===== src/rtl/internet_checksum_engine_core_assert.svh =====
// Assertion macros shared by the checksum engine RTL.
// Included by the modules that carry concurrent checks; no other dependencies.
`ifndef INTERNET_CHECKSUM_ENGINE_CORE_ASSERT_SVH
`define INTERNET_CHECKSUM_ENGINE_CORE_ASSERT_SVH

`ifndef SYNTHESIS
// same-cycle implication
`define ICE_ASSERT_SAME(label, clk, rst_n, ante, cons, msg) \
    label: assert property (@(posedge clk) disable iff (!rst_n) (ante) |-> (cons)) \
        else $error(msg);
// next-cycle implication
`define ICE_ASSERT_NEXT(label, clk, rst_n, ante, cons, msg) \
    label: assert property (@(posedge clk) disable iff (!rst_n) (ante) |=> (cons)) \
        else $error(msg);
`else
`define ICE_ASSERT_SAME(label, clk, rst_n, ante, cons, msg)
`define ICE_ASSERT_NEXT(label, clk, rst_n, ante, cons, msg)
`endif

`endif


===== src/rtl/ice_pkg.sv =====
// Package for the Internet checksum engine: modes, constants, stage struct,
// and the ones' complement fold and pseudo header helpers. No dependencies.
package ice_pkg;

    typedef enum logic [1:0] {
        MODE_IP   = 2'd0,
        MODE_TCP  = 2'd1,
        MODE_UDP  = 2'd2,
        MODE_ICMP = 2'd3
    } t_mode;

    localparam logic [15:0] PROTO_TCP = 16'd6;
    localparam logic [15:0] PROTO_UDP = 16'd17;
    localparam logic [15:0] MASK_ODD  = 16'hFF00;
    localparam logic [15:0] SUM_ZERO  = 16'h0000;
    localparam logic [15:0] SUM_ONES  = 16'hFFFF;

    // word held in the input register
    typedef struct packed {
        logic        valid;
        logic        first;
        logic        last;
        t_mode       mode;
        logic [15:0] word;    // odd byte already masked
        logic [15:0] pseudo;  // folded pseudo header, zero when not used
    } t_stage_word;

    // Fold a sum of up to eight 16-bit terms with end-around carry.
    // A nonzero sum never folds to zero, matching word-by-word adds.
    function automatic logic [15:0] ice_fold19(input logic [18:0] s);
        logic [16:0] f1;
        logic [15:0] f2;
        f1 = {1'b0, s[15:0]} + {14'b0, s[18:16]};
        f2 = f1[15:0] + {15'b0, f1[16]};
        return f2;
    endfunction

    // Pseudo header: addresses, protocol and length; zero for ip/icmp.
    function automatic logic [15:0] ice_pseudo_sum(
        input t_mode       mode,
        input logic [31:0] src,
        input logic [31:0] dst,
        input logic [15:0] len
    );
        logic [15:0] proto;
        logic [18:0] s;
        proto = (mode == MODE_TCP) ? PROTO_TCP : PROTO_UDP;
        s = {3'b0, src[31:16]} + {3'b0, src[15:0]} + {3'b0, dst[31:16]}
          + {3'b0, dst[15:0]} + {3'b0, proto} + {3'b0, len};
        if ((mode == MODE_TCP) || (mode == MODE_UDP)) begin
            return ice_fold19(s);
        end
        return SUM_ZERO;
    endfunction

endpackage


===== src/rtl/internet_checksum_engine_core.sv =====
// Top level of the streaming Internet checksum engine (ones' complement sum
// with pseudo header). Depends on ice_pkg, ice_in_stage and ice_accum.
//
//  channel | direction | handshake               | payload
//  --------+-----------+-------------------------+---------------------------------
//  in      | input     | i_in_valid / o_in_stall | mode, first/last/odd flags,
//          |           |                         | data word, addresses, seg length
//  out     | output    | o_out_valid/i_out_stall | o_checksum
//
// One word per clock is taken unless a last word is held by a stalled result;
// the sum loop is one end-around-carry add of running sum, pseudo header and
// word between the input and state registers. A checksum enters the result
// register when its last word leaves the input register.
// Synchronous active-low reset clears valid flags, running sum and mode.
// A stalled result holds back a last word and words behind it; others keep flowing.
module internet_checksum_engine_core (
    input  logic        i_clk,
    input  logic        i_rst_n,
    input  logic        i_in_valid,
    output logic        o_in_stall,
    input  logic [1:0]  i_mode,
    input  logic        i_first_word,
    input  logic        i_last_word,
    input  logic        i_odd_byte,
    input  logic [15:0] i_data_word,
    input  logic [31:0] i_source_address,
    input  logic [31:0] i_dest_address,
    input  logic [15:0] i_segment_length,
    output logic        o_out_valid,
    input  logic        i_out_stall,
    output logic [15:0] o_checksum
);
    import ice_pkg::*;

    t_stage_word stage;
    logic        advance;

    // input register and pseudo header
    ice_in_stage u_in_stage (
        .i_clk            (i_clk),
        .i_rst_n          (i_rst_n),
        .i_in_valid       (i_in_valid),
        .o_in_stall       (o_in_stall),
        .i_mode           (i_mode),
        .i_first_word     (i_first_word),
        .i_last_word      (i_last_word),
        .i_odd_byte       (i_odd_byte),
        .i_data_word      (i_data_word),
        .i_source_address (i_source_address),
        .i_dest_address   (i_dest_address),
        .i_segment_length (i_segment_length),
        .i_advance        (advance),
        .o_stage          (stage)
    );

    // running sum and result register
    ice_accum u_accum (
        .i_clk       (i_clk),
        .i_rst_n     (i_rst_n),
        .i_stage     (stage),
        .o_advance   (advance),
        .o_out_valid (o_out_valid),
        .i_out_stall (i_out_stall),
        .o_checksum  (o_checksum)
    );

endmodule


===== src/rtl/ice_in_stage.sv =====
// Input register of the checksum engine: takes one word, masks the odd byte
// and precomputes the pseudo header sum. Depends on ice_pkg.
`include "internet_checksum_engine_core_assert.svh"

module ice_in_stage (
    input  logic                 i_clk,
    input  logic                 i_rst_n,
    input  logic                 i_in_valid,
    output logic                 o_in_stall,
    input  logic [1:0]           i_mode,
    input  logic                 i_first_word,
    input  logic                 i_last_word,
    input  logic                 i_odd_byte,
    input  logic [15:0]          i_data_word,
    input  logic [31:0]          i_source_address,
    input  logic [31:0]          i_dest_address,
    input  logic [15:0]          i_segment_length,
    input  logic                 i_advance,
    output ice_pkg::t_stage_word o_stage
);
    import ice_pkg::*;

    logic        accept;
    logic        r_valid, n_valid;
    logic        r_first, r_last;
    t_mode       r_mode;
    logic [15:0] r_word, n_word;
    logic [15:0] r_pseudo, n_pseudo;

    // stall only while a held word cannot move on
    assign o_in_stall = r_valid && !i_advance;
    assign accept     = i_in_valid && !o_in_stall;

    // odd byte mask and pseudo header, ahead of the register
    always_comb begin
        n_word   = (i_last_word && i_odd_byte) ? (i_data_word & MASK_ODD) : i_data_word;
        n_pseudo = i_first_word
                 ? ice_pseudo_sum(t_mode'(i_mode), i_source_address,
                                  i_dest_address, i_segment_length)
                 : SUM_ZERO;
    end

    always_comb begin
        if (accept) begin
            n_valid = 1'b1;
        end else if (i_advance) begin
            n_valid = 1'b0;
        end else begin
            n_valid = r_valid;
        end
    end

    always_ff @(posedge i_clk) begin
        if (!i_rst_n) begin
            r_valid <= 1'b0;
        end else begin
            r_valid <= n_valid;
        end
    end

    // payload, no reset
    always_ff @(posedge i_clk) begin
        if (accept) begin
            r_first  <= i_first_word;
            r_last   <= i_last_word;
            r_mode   <= t_mode'(i_mode);
            r_word   <= n_word;
            r_pseudo <= n_pseudo;
        end
    end

    assign o_stage = '{valid:  r_valid,
                       first:  r_first,
                       last:   r_last,
                       mode:   r_mode,
                       word:   r_word,
                       pseudo: r_pseudo};

    `ICE_ASSERT_SAME(a_stall_needs_word, i_clk, i_rst_n, o_in_stall, r_valid,
        "input stalled with empty stage")
    `ICE_ASSERT_SAME(a_advance_needs_word, i_clk, i_rst_n, i_advance, r_valid,
        "advance with empty stage")

endmodule


===== src/rtl/ice_accum.sv =====
// Running ones' complement sum, packet mode and checksum result register.
// Depends on ice_pkg; fed by ice_in_stage.
`include "internet_checksum_engine_core_assert.svh"

module ice_accum (
    input  logic                 i_clk,
    input  logic                 i_rst_n,
    input  ice_pkg::t_stage_word i_stage,
    output logic                 o_advance,
    output logic                 o_out_valid,
    input  logic                 i_out_stall,
    output logic [15:0]          o_checksum
);
    import ice_pkg::*;

    logic [15:0] r_running_sum, n_running_sum;
    t_mode       r_packet_mode, n_packet_mode;
    logic        r_out_valid, n_out_valid;
    logic [15:0] r_checksum, n_checksum;
    logic        out_free;
    logic        emit;
    logic [15:0] base;
    logic [17:0] raw_sum;
    logic [15:0] sum;
    logic [15:0] inv_sum;

    // a last word needs room in the result register, others always move
    assign out_free  = !r_out_valid || !i_out_stall;
    assign o_advance = i_stage.valid && (!i_stage.last || out_free);
    assign emit      = o_advance && i_stage.last;

    // one end-around-carry add of base, pseudo header and word
    always_comb begin
        base    = i_stage.first ? SUM_ZERO : r_running_sum;
        raw_sum = {2'b0, base} + {2'b0, i_stage.pseudo} + {2'b0, i_stage.word};
        sum     = ice_fold19({1'b0, raw_sum});
        inv_sum = ~sum;
    end

    // next state and result
    always_comb begin
        n_running_sum = r_running_sum;
        n_packet_mode = r_packet_mode;
        n_out_valid   = r_out_valid && i_out_stall;
        n_checksum    = r_checksum;
        if (o_advance) begin
            if (i_stage.first) begin
                n_packet_mode = i_stage.mode;
            end
            n_running_sum = i_stage.last ? SUM_ZERO : sum;
        end
        if (emit) begin
            n_out_valid = 1'b1;
            n_checksum  = (n_packet_mode == MODE_UDP && inv_sum == SUM_ZERO)
                        ? SUM_ONES : inv_sum;
        end
    end

    always_ff @(posedge i_clk) begin
        if (!i_rst_n) begin
            r_running_sum <= SUM_ZERO;
            r_packet_mode <= MODE_IP;
            r_out_valid   <= 1'b0;
        end else begin
            r_running_sum <= n_running_sum;
            r_packet_mode <= n_packet_mode;
            r_out_valid   <= n_out_valid;
        end
    end

    always_ff @(posedge i_clk) begin
        r_checksum <= n_checksum;
    end

    assign o_out_valid = r_out_valid;
    assign o_checksum  = r_checksum;

    `ICE_ASSERT_NEXT(a_sum_cleared_after_last, i_clk, i_rst_n, emit,
        r_running_sum == SUM_ZERO, "running sum not cleared after last word")
    `ICE_ASSERT_NEXT(a_result_only_from_last, i_clk, i_rst_n, out_free && !emit,
        !r_out_valid, "result appeared without a last word")
    `ICE_ASSERT_NEXT(a_udp_never_zero, i_clk, i_rst_n,
        emit && (n_packet_mode == MODE_UDP),
        r_checksum != SUM_ZERO, "udp checksum sent as zero")

endmodule


===== config.mk =====
export PLATFORM = sky130hd
export DESIGN_NAME = internet_checksum_engine_core
export DESIGN_NICKNAME = d
export VERILOG_FILES = /design/src/rtl/ice_pkg.sv /design/src/rtl/internet_checksum_engine_core.sv /design/src/rtl/ice_in_stage.sv /design/src/rtl/ice_accum.sv
export VERILOG_INCLUDE_DIRS = /design/src /design/src/rtl
export SDC_FILE = /design/constraint.sdc
export NUM_CORES = 1
export LEC_CHECK = 0
export BUFFER_PORTS_ARGS = -buffer_cell sky130_fd_sc_hd__buf_2
export CORE_MARGIN = 1
export CORE_UTILIZATION = 30
export CTS_BUF_LIST = sky130_fd_sc_hd__clkbuf_4 sky130_fd_sc_hd__clkbuf_8
export CTS_CLUSTER_DIAMETER = 40
export DETAILED_ROUTE_END_ITERATION = 8
export RECOVER_POWER = 25
export SLEW_MARGIN = 20
export SYNTH_ARGS = -nofsm -noshare
export SYNTH_HDL_FRONTEND = slang
export SYNTH_HIERARCHICAL = 1
export SYNTH_SLANG_ARGS = --single-unit

===== constraint.sdc =====
create_clock -name i_clk -period 19.81 [get_ports i_clk]
set_clock_uncertainty 0.15 [all_clocks]
set_input_delay 3.962 -clock i_clk [delete_from_list [all_inputs] [get_ports i_clk]]
set_output_delay 3.962 -clock i_clk [all_outputs]
set_load 0.02 [all_outputs]

After elaboration in Yosys (flattened, before gate mapping) --
Cells that the tools add are included.
Storage, ports and cells: flip-flop bits (word level) 72, input bits 105
Cells by class: add/subtract/negate cells 11, equal/unequal tests 3, muxes and demuxes 10, bitwise gates (word level) 1, reductions and logical operators 18
Operator list (count):
- adder 19 x 16 -> 19 bit | 4
- 2-to-1 mux 16 bit | 3
- adder 16 x 16 -> 17 bit | 2
- adder 16 x 1 -> 16 bit | 2
- adder 18 x 16 -> 18 bit | 1
- adder 16 x 2 -> 17 bit | 1
- adder 16 x 3 -> 17 bit | 1
- logical NOT 16 bit | 1
- inverter 16 bit | 1
- logical AND 1 bit | 7
- logical NOT 1 bit | 5
- 2-to-1 mux 5 bit | 1
- equality test 2 bit, second input constant | 2
- 2-to-1 mux 1 bit | 4
- 2-to-1 mux 2 bit | 2
- logical OR 1 bit | 3
- equality test 2 x 1 -> 1 bit, second input constant | 1
- AND reduction 2 bit | 1
- nonzero test 2 bit | 1

Longest topological paths before layout --
Gate-level depths: netlist of run 1.
depth after elaboration 9, depth in mapped cells 37

Hierarchy --
Netlist of run 1, hierarchy kept.
By module, submodules not included:
- ice_in_stage | times used 1, cells an instance 474, area an instance 4533.1 sq um, sequential area each 1101.1 sq um
- ice_accum | times used 1, cells an instance 362, area an instance 3439.5 sq um, sequential area each 860.8 sq um

Least setup slack after synthesis of run 1 --
No wires, ideal clock.
kind input to register, start point in i_mode[1], end point reg u_in_stage.r_pseudo[15] (data pin), data arrival time 10.546 ns, data required time 19.395 ns, path slack 8.849 ns, stages on the path 34, buffers on the path 0, path through inv_1 -> ha_1 -> fa_1 -> fa_1 -> inv_1 -> fa_1 -> inv_1 -> ha_1 -> inv_1 -> fa_1 -> nand2b_1 -> a21oi_1 -> o21ai_4 -> o21ai_0 -> a21o_1 -> a211oi_1 -> nor2_1 -> ha_1 -> inv_1 -> fa_1 -> nor2b_1 -> o21bai_1 -> nor2_1 -> nand2_1 -> nor3_4 -> nand2_1 -> nor3b_1 -> ha_1 -> nand3_1 -> nor3b_1 -> or3b_1 -> nor4b_4 -> and4_1 -> nor3_2
On the way: cells in the longest elaborated chain, start to end 7
Ends and longest elaborated chain:
- start: declaration | RTL line internet_checksum_engine_core.sv:21 | input logic [1:0] i_mode,
- equality test 2 x 1 -> 1 bit | RTL line ice_pkg.sv:47, ice_pkg.sv:50
- 2-to-1 mux 5 bit | RTL line ice_pkg.sv:47 | proto = (mode == MODE_TCP) ? PROTO_TCP : PROTO_UDP;
- adder 19 x 16 -> 19 bit (2 in series) | RTL line ice_pkg.sv:49 | + {3'b0, dst[15:0]} + {3'b0, proto} + {3'b0, len};
- adder 16 x 3 -> 17 bit | RTL line ice_pkg.sv:33 | f1 = {1'b0, s[15:0]} + {14'b0, s[18:16]};
- adder 16 x 1 -> 16 bit | RTL line ice_pkg.sv:34 | f2 = f1[15:0] + {15'b0, f1[16]};
- 2-to-1 mux 16 bit | RTL line ice_pkg.sv:50 | if ((mode == MODE_TCP) || (mode == MODE_UDP)) begin
- end signal: assignment | RTL line ice_in_stage.sv:68 | r_pseudo <= n_pseudo;
- end: declaration | RTL line ice_in_stage.sv:28 | logic [15:0] r_pseudo, n_pseudo;
Parallel ways exist; a longest one is shown, timed or not. The select of a mux whose other input is x is not followed. A chain may end at the register's enable or synchronous reset.

Final worst setup path of run 1 --
Same ends and word-level chain as after synthesis.

==> results.json, run 1 <==
{
  "setup.worst_path.class": "input port to register",
  "hold_buffers": 0,
  "initial_core_util_pct": 30.6,
  "yosys-top-cells-area": "edfxtp_1, fa_1, ha_1, inv_1, dfxtp_1",
  "drt_drc_violations_left": 0,
  "unrepaired_setup_endpoints_after_global_routing": "false",
  "internal-power_w": 0.000646,
  "period_needed_ns": 11.44,
  "setup_tns_after_final_layout_ns": 0,
  "synth_seq_cells": 72,
  "yosysTopAreaCellShare_pct": 19.6,
  "place.gp.congestion": 0.885,
  "htree_levels": 3,
  "postSynth.topFlopCell": "edfxtp_1",
  "final_layout_size_suffix_gt1_share_pct": 18.0,
  "timing.hold.worst.class": "register to register",
  "net_count_of_the_mapped_netlist": 1065,
  "worstPathRequired_ns": 19.74,
  "timing_max_transition_violations_final": 0,
  "fin_nets": 1176,
  "grt_start_max_net_pins": 37,
  "synth-seq-area-share_pct": 24.6,
  "final_hold_viol_count": 0,
  "core_region_area_sq_um": 26100,
  "worstSetupStartpointType": "input port",
  "post-route-period-util_pct": 57.8,
  "power.leakage_nw": 4.03,
  "synthCells": 836,
  "synth_async_sr_flop_share_pct": 0,
  "worst_path_max_delay_cell": "fa_1",
  "cts-root-to-sink-buffers": 2,
  "pwr_density_cell_nw_per_um2": 147,
  "syn-cell-area_sq_um": 7970,
  "worst_slew_pin_slew_ns": 1.04,
  "globalRouteTotalUtil_pct": 13.3,
  "firstDrtPassIters": 4,
  "count_of_maximum_capacitance_violations": 0,
  "multiInputGateArea_sq_um": 5280,
  "drt-wirelength-per-cell_um": 13.3,
  "power.switching_fraction_pct": 51.5,
  "dp.final_hpwl_mm": 14.5,
  "tritoncts": "done",
  "run_status": "finished, final reports clean",
  "worst_ir_drop_vdd_v": 0.0000583,
  "comb_power_share_pct": 75.2,
  "synth.lib_cells_used.distinct": 83,
  "endpoint_kind": "register",
  "fillers": 2724,
  "die_area_sq_um": 27200,
  "post_drt_via_cell_ratio": 4.62,
  "number_of_diodes_added_for_antenna_fixing": 0,
  "drt_wl_total_mm": 17.1,
  "drt_first_iter_violations": 354,
  "ys_warn_count": 6,
  "cts_made_buffers": 9,
  "timing.final.setup_violations": 0,
  "via_count": 5943,
  "numPlacedInstances": 1271,
  "seq_power_share_pct": 16.1,
  "power.net_switching_w": 0.000685,
  "cts.root.buffer_cell": "clkbuf_8",
  "stdcell_count": 1287,
  "cts_resized": 0,
  "synth.avg_cell_area_sq_um": 9.54,
  "worstSkewPairLatency_ns": 0.36,
  "most_frequent_cells_in_the_layout": "inv_1, buf_2, fa_1, ha_1, edfxtp_1",
  "clock_power_share_pct": 8.8,
  "max_fo_critical_path": 4,
  "die-height_um": 165,
  "tritoncts_sinks": 72,
  "clock.fmax_mhz": 87.4,
  "antenna_found_initial": 0,
  "via_count_of_the_first_global_routing_pass": 5995,
  "count_of_flip_flops_with_a_built_in_enable_after_synthesis": 52,
  "synthDominantAreaCellType": "edfxtp_1",
  "slew_headroom_pct": 30.2,
  "postCtsSetupBuffers": 0,
  "fin_util_pct": 34.8,
  "grt_first_pass_wirelength_mm": 28.8,
  "die_width_um": 165,
  "worst-endpoint-arrival_ns": 11.37,
  "layout-area-overhead-vs-synth_pct": 13.6,
  "regArea_sq_um": 1960,
  "top_level_i_o_count": 123,
  "cp_slowest_stage_delay_ns": 0.49,
  "placement_rows": 59,
  "r2r_setup_slack_ns": 11.32,
  "mostFrequentLayoutCell": "inv_1",
  "worst_setup_hold_path_clk_slew_ns": 0.07,
  "leftover_overflow_at_the_end_of_global_routing": 0,
  "drtAntennaViolNets": 0,
  "port_buffers": 122
}
## power groups by stage
stage	clock (W)	combinational, W	sequential [W]
2_1_floorplan	0	0.000795	0.000220
3_3_place_gp	0	0.000988	0.000217
3_5_place_dp	0	0.00100	0.000217
4_1_cts	0.000119	0.00101	0.000214
5_1_grt	0.000126	0.00113	0.000217
6_report	0.000117	0.00100	0.000214
## cell usage after synthesis (22+ instances only)
library cell    n
o21ai_0        22
nor2_1         43
fa_1           71
xnor2_1        35
xor2_1         24
nand3_1        22
nand2_1        35
edfxtp_1       52
ha_1           53
a21oi_1        29
inv_1         161
nor2b_1        39
## registers in the layout, summed over array words and instances, names as in the netlist
| signal | cells |
|---|---|
| u_accum/o_checksum | 16 |
| u_accum/o_out_valid | 1 |
| u_accum/r_packet_mode | 2 |
| u_accum/r_running_sum | 16 |
| u_in_stage/r_first | 1 |
| u_in_stage/r_last | 1 |
| u_in_stage/r_mode | 2 |
| u_in_stage/r_pseudo | 16 |
| u_in_stage/r_valid | 1 |
| u_in_stage/r_word | 16 |
## per-stage QoR
| stage | cell area [sq um] | hold WS [ns] | total power, W | setup slack, ns |
|---|---|---|---|---|
| global placement | 8880 | 0.324 | 0.00120 | 8.22 |
| CTS | 9080 | 0.347 | 0.00134 | 8.37 |
| global route | 9060 | 0.367 | 0.00147 | 7.78 |
| detailed placement | 8880 | 0.324 | 0.00122 | 8.03 |
| floorplan | 7970 | 0.286 | 0.00102 | 8.85 |
| finish | 9060 | 0.345 | 0.00133 | 8.37 |
## path summary, 6_finish.rpt
check | startpoint | to | cells past startpoint
setup / recovery | i_mode[1] | u_in_stage/r_pseudo[15]$_SDFFCE_PN0P_ | 35
setup reg to reg | u_in_stage/r_first$_DFFE_PP_ | u_accum/o_checksum[7]$_SDFFCE_PP1P_ | 31
hold reg to reg | u_accum/r_running_sum[15]$_SDFFE_PN0P_ | u_accum/r_running_sum[15]$_SDFFE_PN0P_ | 2
hold / removal | u_accum/r_running_sum[15]$_SDFFE_PN0P_ | u_accum/r_running_sum[15]$_SDFFE_PN0P_ | 2
## metal layers
layer / vias to the layer above / track usage [%] / share of wire (%)
met5: - / 0 / 0
met4: 0 / 3.38 / 1.4
met3: 16 / 1.81 / 3.9
met2: 138 / 23.1 / 48
met1: 2757 / 17.2 / 47
li1: 3032 / - / -
## cell type report
| cell class | instances | area share (%) |
|---|---|---|
| Sequential cell | 72 | 21.7 |
| Clock buffer | 12 | 1.62 |
| Inverter | 161 | 6.67 |
| Clock inverter | 4 | 0.525 |
| Timing Repair Buffer | 124 | 6.67 |
| Tap cell | 335 | 4.63 |
| Multi-Input combinational cell | 579 | 58.2 |
## critical path: cells and delay by family
kind,cells,cell delay (ns)
and+or+nand+nor,14,2.74
buffers and inverters,6,0.40
AOI/OAI and AO/OA,6,1.18
adders and majority gates,9,3.10
## cells by family (layout without fill, tap and decap cells)
group,Yosys count,count (layout),synth area share [%]
fa+ha+maj,124,124,26.1
flops,72,72,24.6
simple gates,231,231,17.2
mux,5,5,0.628
compound gates,155,155,14.6
xor+xnor,64,64,7.50
buf+inv,185,301,9.29
Note: power is estimated with default switching activity, not from simulation.
==> run 2, diff against run 1 <==
- ABC_AREA: not set -> 1
- clock period: 19.81 -> 11.1 ns (I/O delays scaled with it)
==> run 2 against run 1 <==
Compared with the run above:
- flip-flop and latch count stayed put
- global-route usage grew 0.99 points
- first-iteration DRC count down 2.8%
- sequential power rose by 71%
- non-clock buffer count decreased by 2
- cell count increased by 33%
- critical endpoint is now u_in_stage/r_pseudo[12]$_SDFFCE_PN0P_
- wire length increased by 14%
- worst hold slack lost 0.023 ns
- final area up 7.9%
- combinational power is 79% higher
- sequential share of layout area down 1.6 points
- area after synthesis increased by 7.7%
==> results.json, run 2 <==
{
  "net_count_of_the_mapped_netlist": 1437,
  "hold_buffers": 0,
  "number_of_instances_on_the_worst_hold_path": 2,
  "final_hold_viol_count": 0,
  "synth.avg_cell_area_sq_um": 7.11,
  "leading_cell_type_by_number_of_instances_after_synthesis": "nand2_1",
  "post_drt_via_cell_ratio": 4.33,
  "worst-endpoint-arrival_ns": 9.15,
  "worst_path_max_delay_cell": "fa_1",
  "pwr_density_cell_nw_per_um2": 241,
  "via_count": 7423,
  "unrepaired_setup_endpoints_after_global_routing": "false",
  "worst_ir_drop_vdd_v": 0.000111,
  "cts.root.buffer_cell": "clkbuf_8",
  "grt-busiest-layer": "met2",
  "met2_usage_pct": 26.8,
  "endpoint_kind": "register",
  "cp_slowest_stage_delay_ns": 0.50,
  "power.leakage_nw": 5.20,
  "drtAntennaViolNets": 0,
  "regArea_sq_um": 1960,
  "port_buffers": 122,
  "worstSetupStartpointType": "input port",
  "synth-seq-area-share_pct": 22.9,
  "yosys-top-cells-area": "edfxtp_1, fa_1, nand2_1, inv_1, ha_1",
  "drt_first_iter_violations": 344,
  "worst_setup_hold_path_clk_slew_ns": 0.09,
  "synth_async_sr_flop_share_pct": 0,
  "multiInputGateArea_sq_um": 5410,
  "drt_drc_violations_left": 0,
  "synthDominantAreaCellType": "edfxtp_1",
  "clock.fmax_mhz": 109,
  "setup_tns_after_final_layout_ns": 0,
  "rr_worst_depth": 40,
  "synth_seq_cells": 72,
  "htree_levels": 3,
  "die_width_um": 171,
  "grt_start_max_net_pins": 37,
  "grt_use_met3_pct": 1.16,
  "worstPathRequired_ns": 11.06,
  "postCtsSetupBuffers": 0,
  "run_status": "finished, final reports clean",
  "drt_wl_total_mm": 19.6,
  "grt_met1_use_pct": 16.7,
  "dp_worst_setup_slack_ns": 1.46,
  "period_needed_ns": 9.20,
  "tritoncts": "done",
  "synth.lib_cells_used.distinct": 37,
  "grt_first_pass_wirelength_mm": 33.4,
  "ys_warn_count": 6,
  "fin_nets": 1559,
  "timing.final.setup_violations": 0,
  "slew_headroom_pct": 33.7,
  "final_layout_size_suffix_gt1_share_pct": 17.5,
  "fillers": 3054,
  "fin_util_pct": 35.0,
  "via_count_of_the_first_global_routing_pass": 7342,
  "worst_slew_pin_slew_ns": 0.993,
  "die-height_um": 171,
  "syn-cell-area_sq_um": 8580,
  "top_level_i_o_count": 123,
  "worstSkewPairLatency_ns": 0.36,
  "cts_made_buffers": 9,
  "timing.hold.worst.class": "register to register",
  "antenna_found_initial": 0,
  "number_of_diodes_added_for_antenna_fixing": 0,
  "drt-wirelength-per-cell_um": 11.4,
  "ys_top_cells_by_count": "nand2_1, inv_1, nor2_1, nand3_1, fa_1",
  "yosysTopAreaCellShare_pct": 18.2,
  "critical-path-top-cell-by-count": "nand2_1",
  "count_of_flip_flops_with_a_built_in_enable_after_synthesis": 52,
  "synthCells": 1208,
  "initial_core_util_pct": 30.7,
  "fin_ws_ns": 1.90,
  "die_area_sq_um": 29300,
  "timing_max_transition_violations_final": 0,
  "mostFrequentLayoutCell": "nand2_1",
  "postSynth.topFlopCell": "edfxtp_1",
  "layout-area-overhead-vs-synth_pct": 13.9,
  "tritoncts_sinks": 72,
  "placement_rows": 61,
  "cts-root-to-sink-buffers": 2,
  "leftover_overflow_at_the_end_of_global_routing": 0,
  "post-route-period-util_pct": 82.8,
  "setup.worst_path.class": "input port to register",
  "most_frequent_cells_in_the_layout": "nand2_1, inv_1, buf_2, nor2_1, nand3_1",
  "dp.final_hpwl_mm": 17.2,
  "max_fo_critical_path": 4,
  "cts_resized": 0,
  "firstDrtPassIters": 5,
  "count_of_maximum_capacitance_violations": 0,
  "core_region_area_sq_um": 27900,
  "globalRouteTotalUtil_pct": 14.3,
  "place.gp.congestion": 0.862
}
## run 2: changes by cell type in the layout (fill, tap and decap cells not counted), sizes merged, moves of 21 or more
cell and delta:
xnor2 -34, nor2b -39, inv +150, nand3 +78, o21ai -27, nand2 +328, xor2 -21, nor2 +86
## run 2: kinds of logic after synthesis
kind of cell | Yosys count | share of synthesized area [%]
AO/OA/AOI/OAI | 62 | 3.80
XOR/XNOR | 9 | 1.09
adder cells (fa/ha/maj) | 124 | 24.3
buffers and inverters | 318 | 14.2
flip-flops | 72 | 22.9
AND/OR/NAND/NOR | 623 | 33.8
## run 2: report_power, final
part / internal, W / leakage (nW) / switching (W) / total, W
clock: 0.0000852 / 0.0934 / 0.000112 / 0.000197
sequential: 0.000348 / 0.665 / 0.0000184 / 0.000366
combinational: 0.000570 / 4.44 / 0.00122 / 0.00179
## run 2: cell type report
type	count	share of cell area, %
Timing Repair Buffer	122	6.04
Inverter	307	11.8
Clock buffer	9	1.27
Multi-Input combinational cell	818	55.4
Clock inverter	7	0.589
Tap cell	378	4.84
Sequential cell	72	20.1
## run 2: path summary, 6_finish.rpt
path | from | to | slack, ns
worst max-delay path | i_mode[1] | u_in_stage/r_pseudo[12]$_SDFFCE_PN0P_ | 1.90
worst min-delay path | u_accum/r_running_sum[0]$_SDFFE_PN0P_ | u_accum/r_running_sum[0]$_SDFFE_PN0P_ | 0.32
worst max register to register | u_in_stage/r_first$_DFFE_PP_ | u_accum/o_checksum[15]$_SDFFCE_PP1P_ | 3.83
worst min register to register | u_accum/r_running_sum[0]$_SDFFE_PN0P_ | u_accum/r_running_sum[0]$_SDFFE_PN0P_ | 0.32
## run 2: through the flow
| stage | hold slack [ns] | instances | power [W] | instance area [sq um] |
|---|---|---|---|---|
| finish | 0.322 | 1713 | 0.00235 | 9770 |
| global route | 0.331 | 1713 | 0.00265 | 9770 |
| CTS | 0.322 | 1713 | 0.00238 | 9790 |
| detailed placement | 0.308 | 1697 | 0.00217 | 9610 |
| global placement | 0.303 | 1697 | 0.00216 | 9610 |
| floorplan | 0.295 | 1208 | 0.00178 | 8580 |
## run 2: critical path, delay by kind of cell
kind,cells,cell delay (ns)
AO/OA/AOI/OAI,1,0.21
XOR/XNOR,1,0.17
adder cells (fa/ha/maj),10,3.35
buffers and inverters,7,0.48
AND/OR/NAND/NOR,27,2.67
## run 2: layer usage
layer / share of wire (%) / vias to the layer above
met2: 50 / 148
met5: 0 / -
met4: 2.4 / 0
li1: - / 3895
met3: 2.9 / 28
met1: 44 / 3352
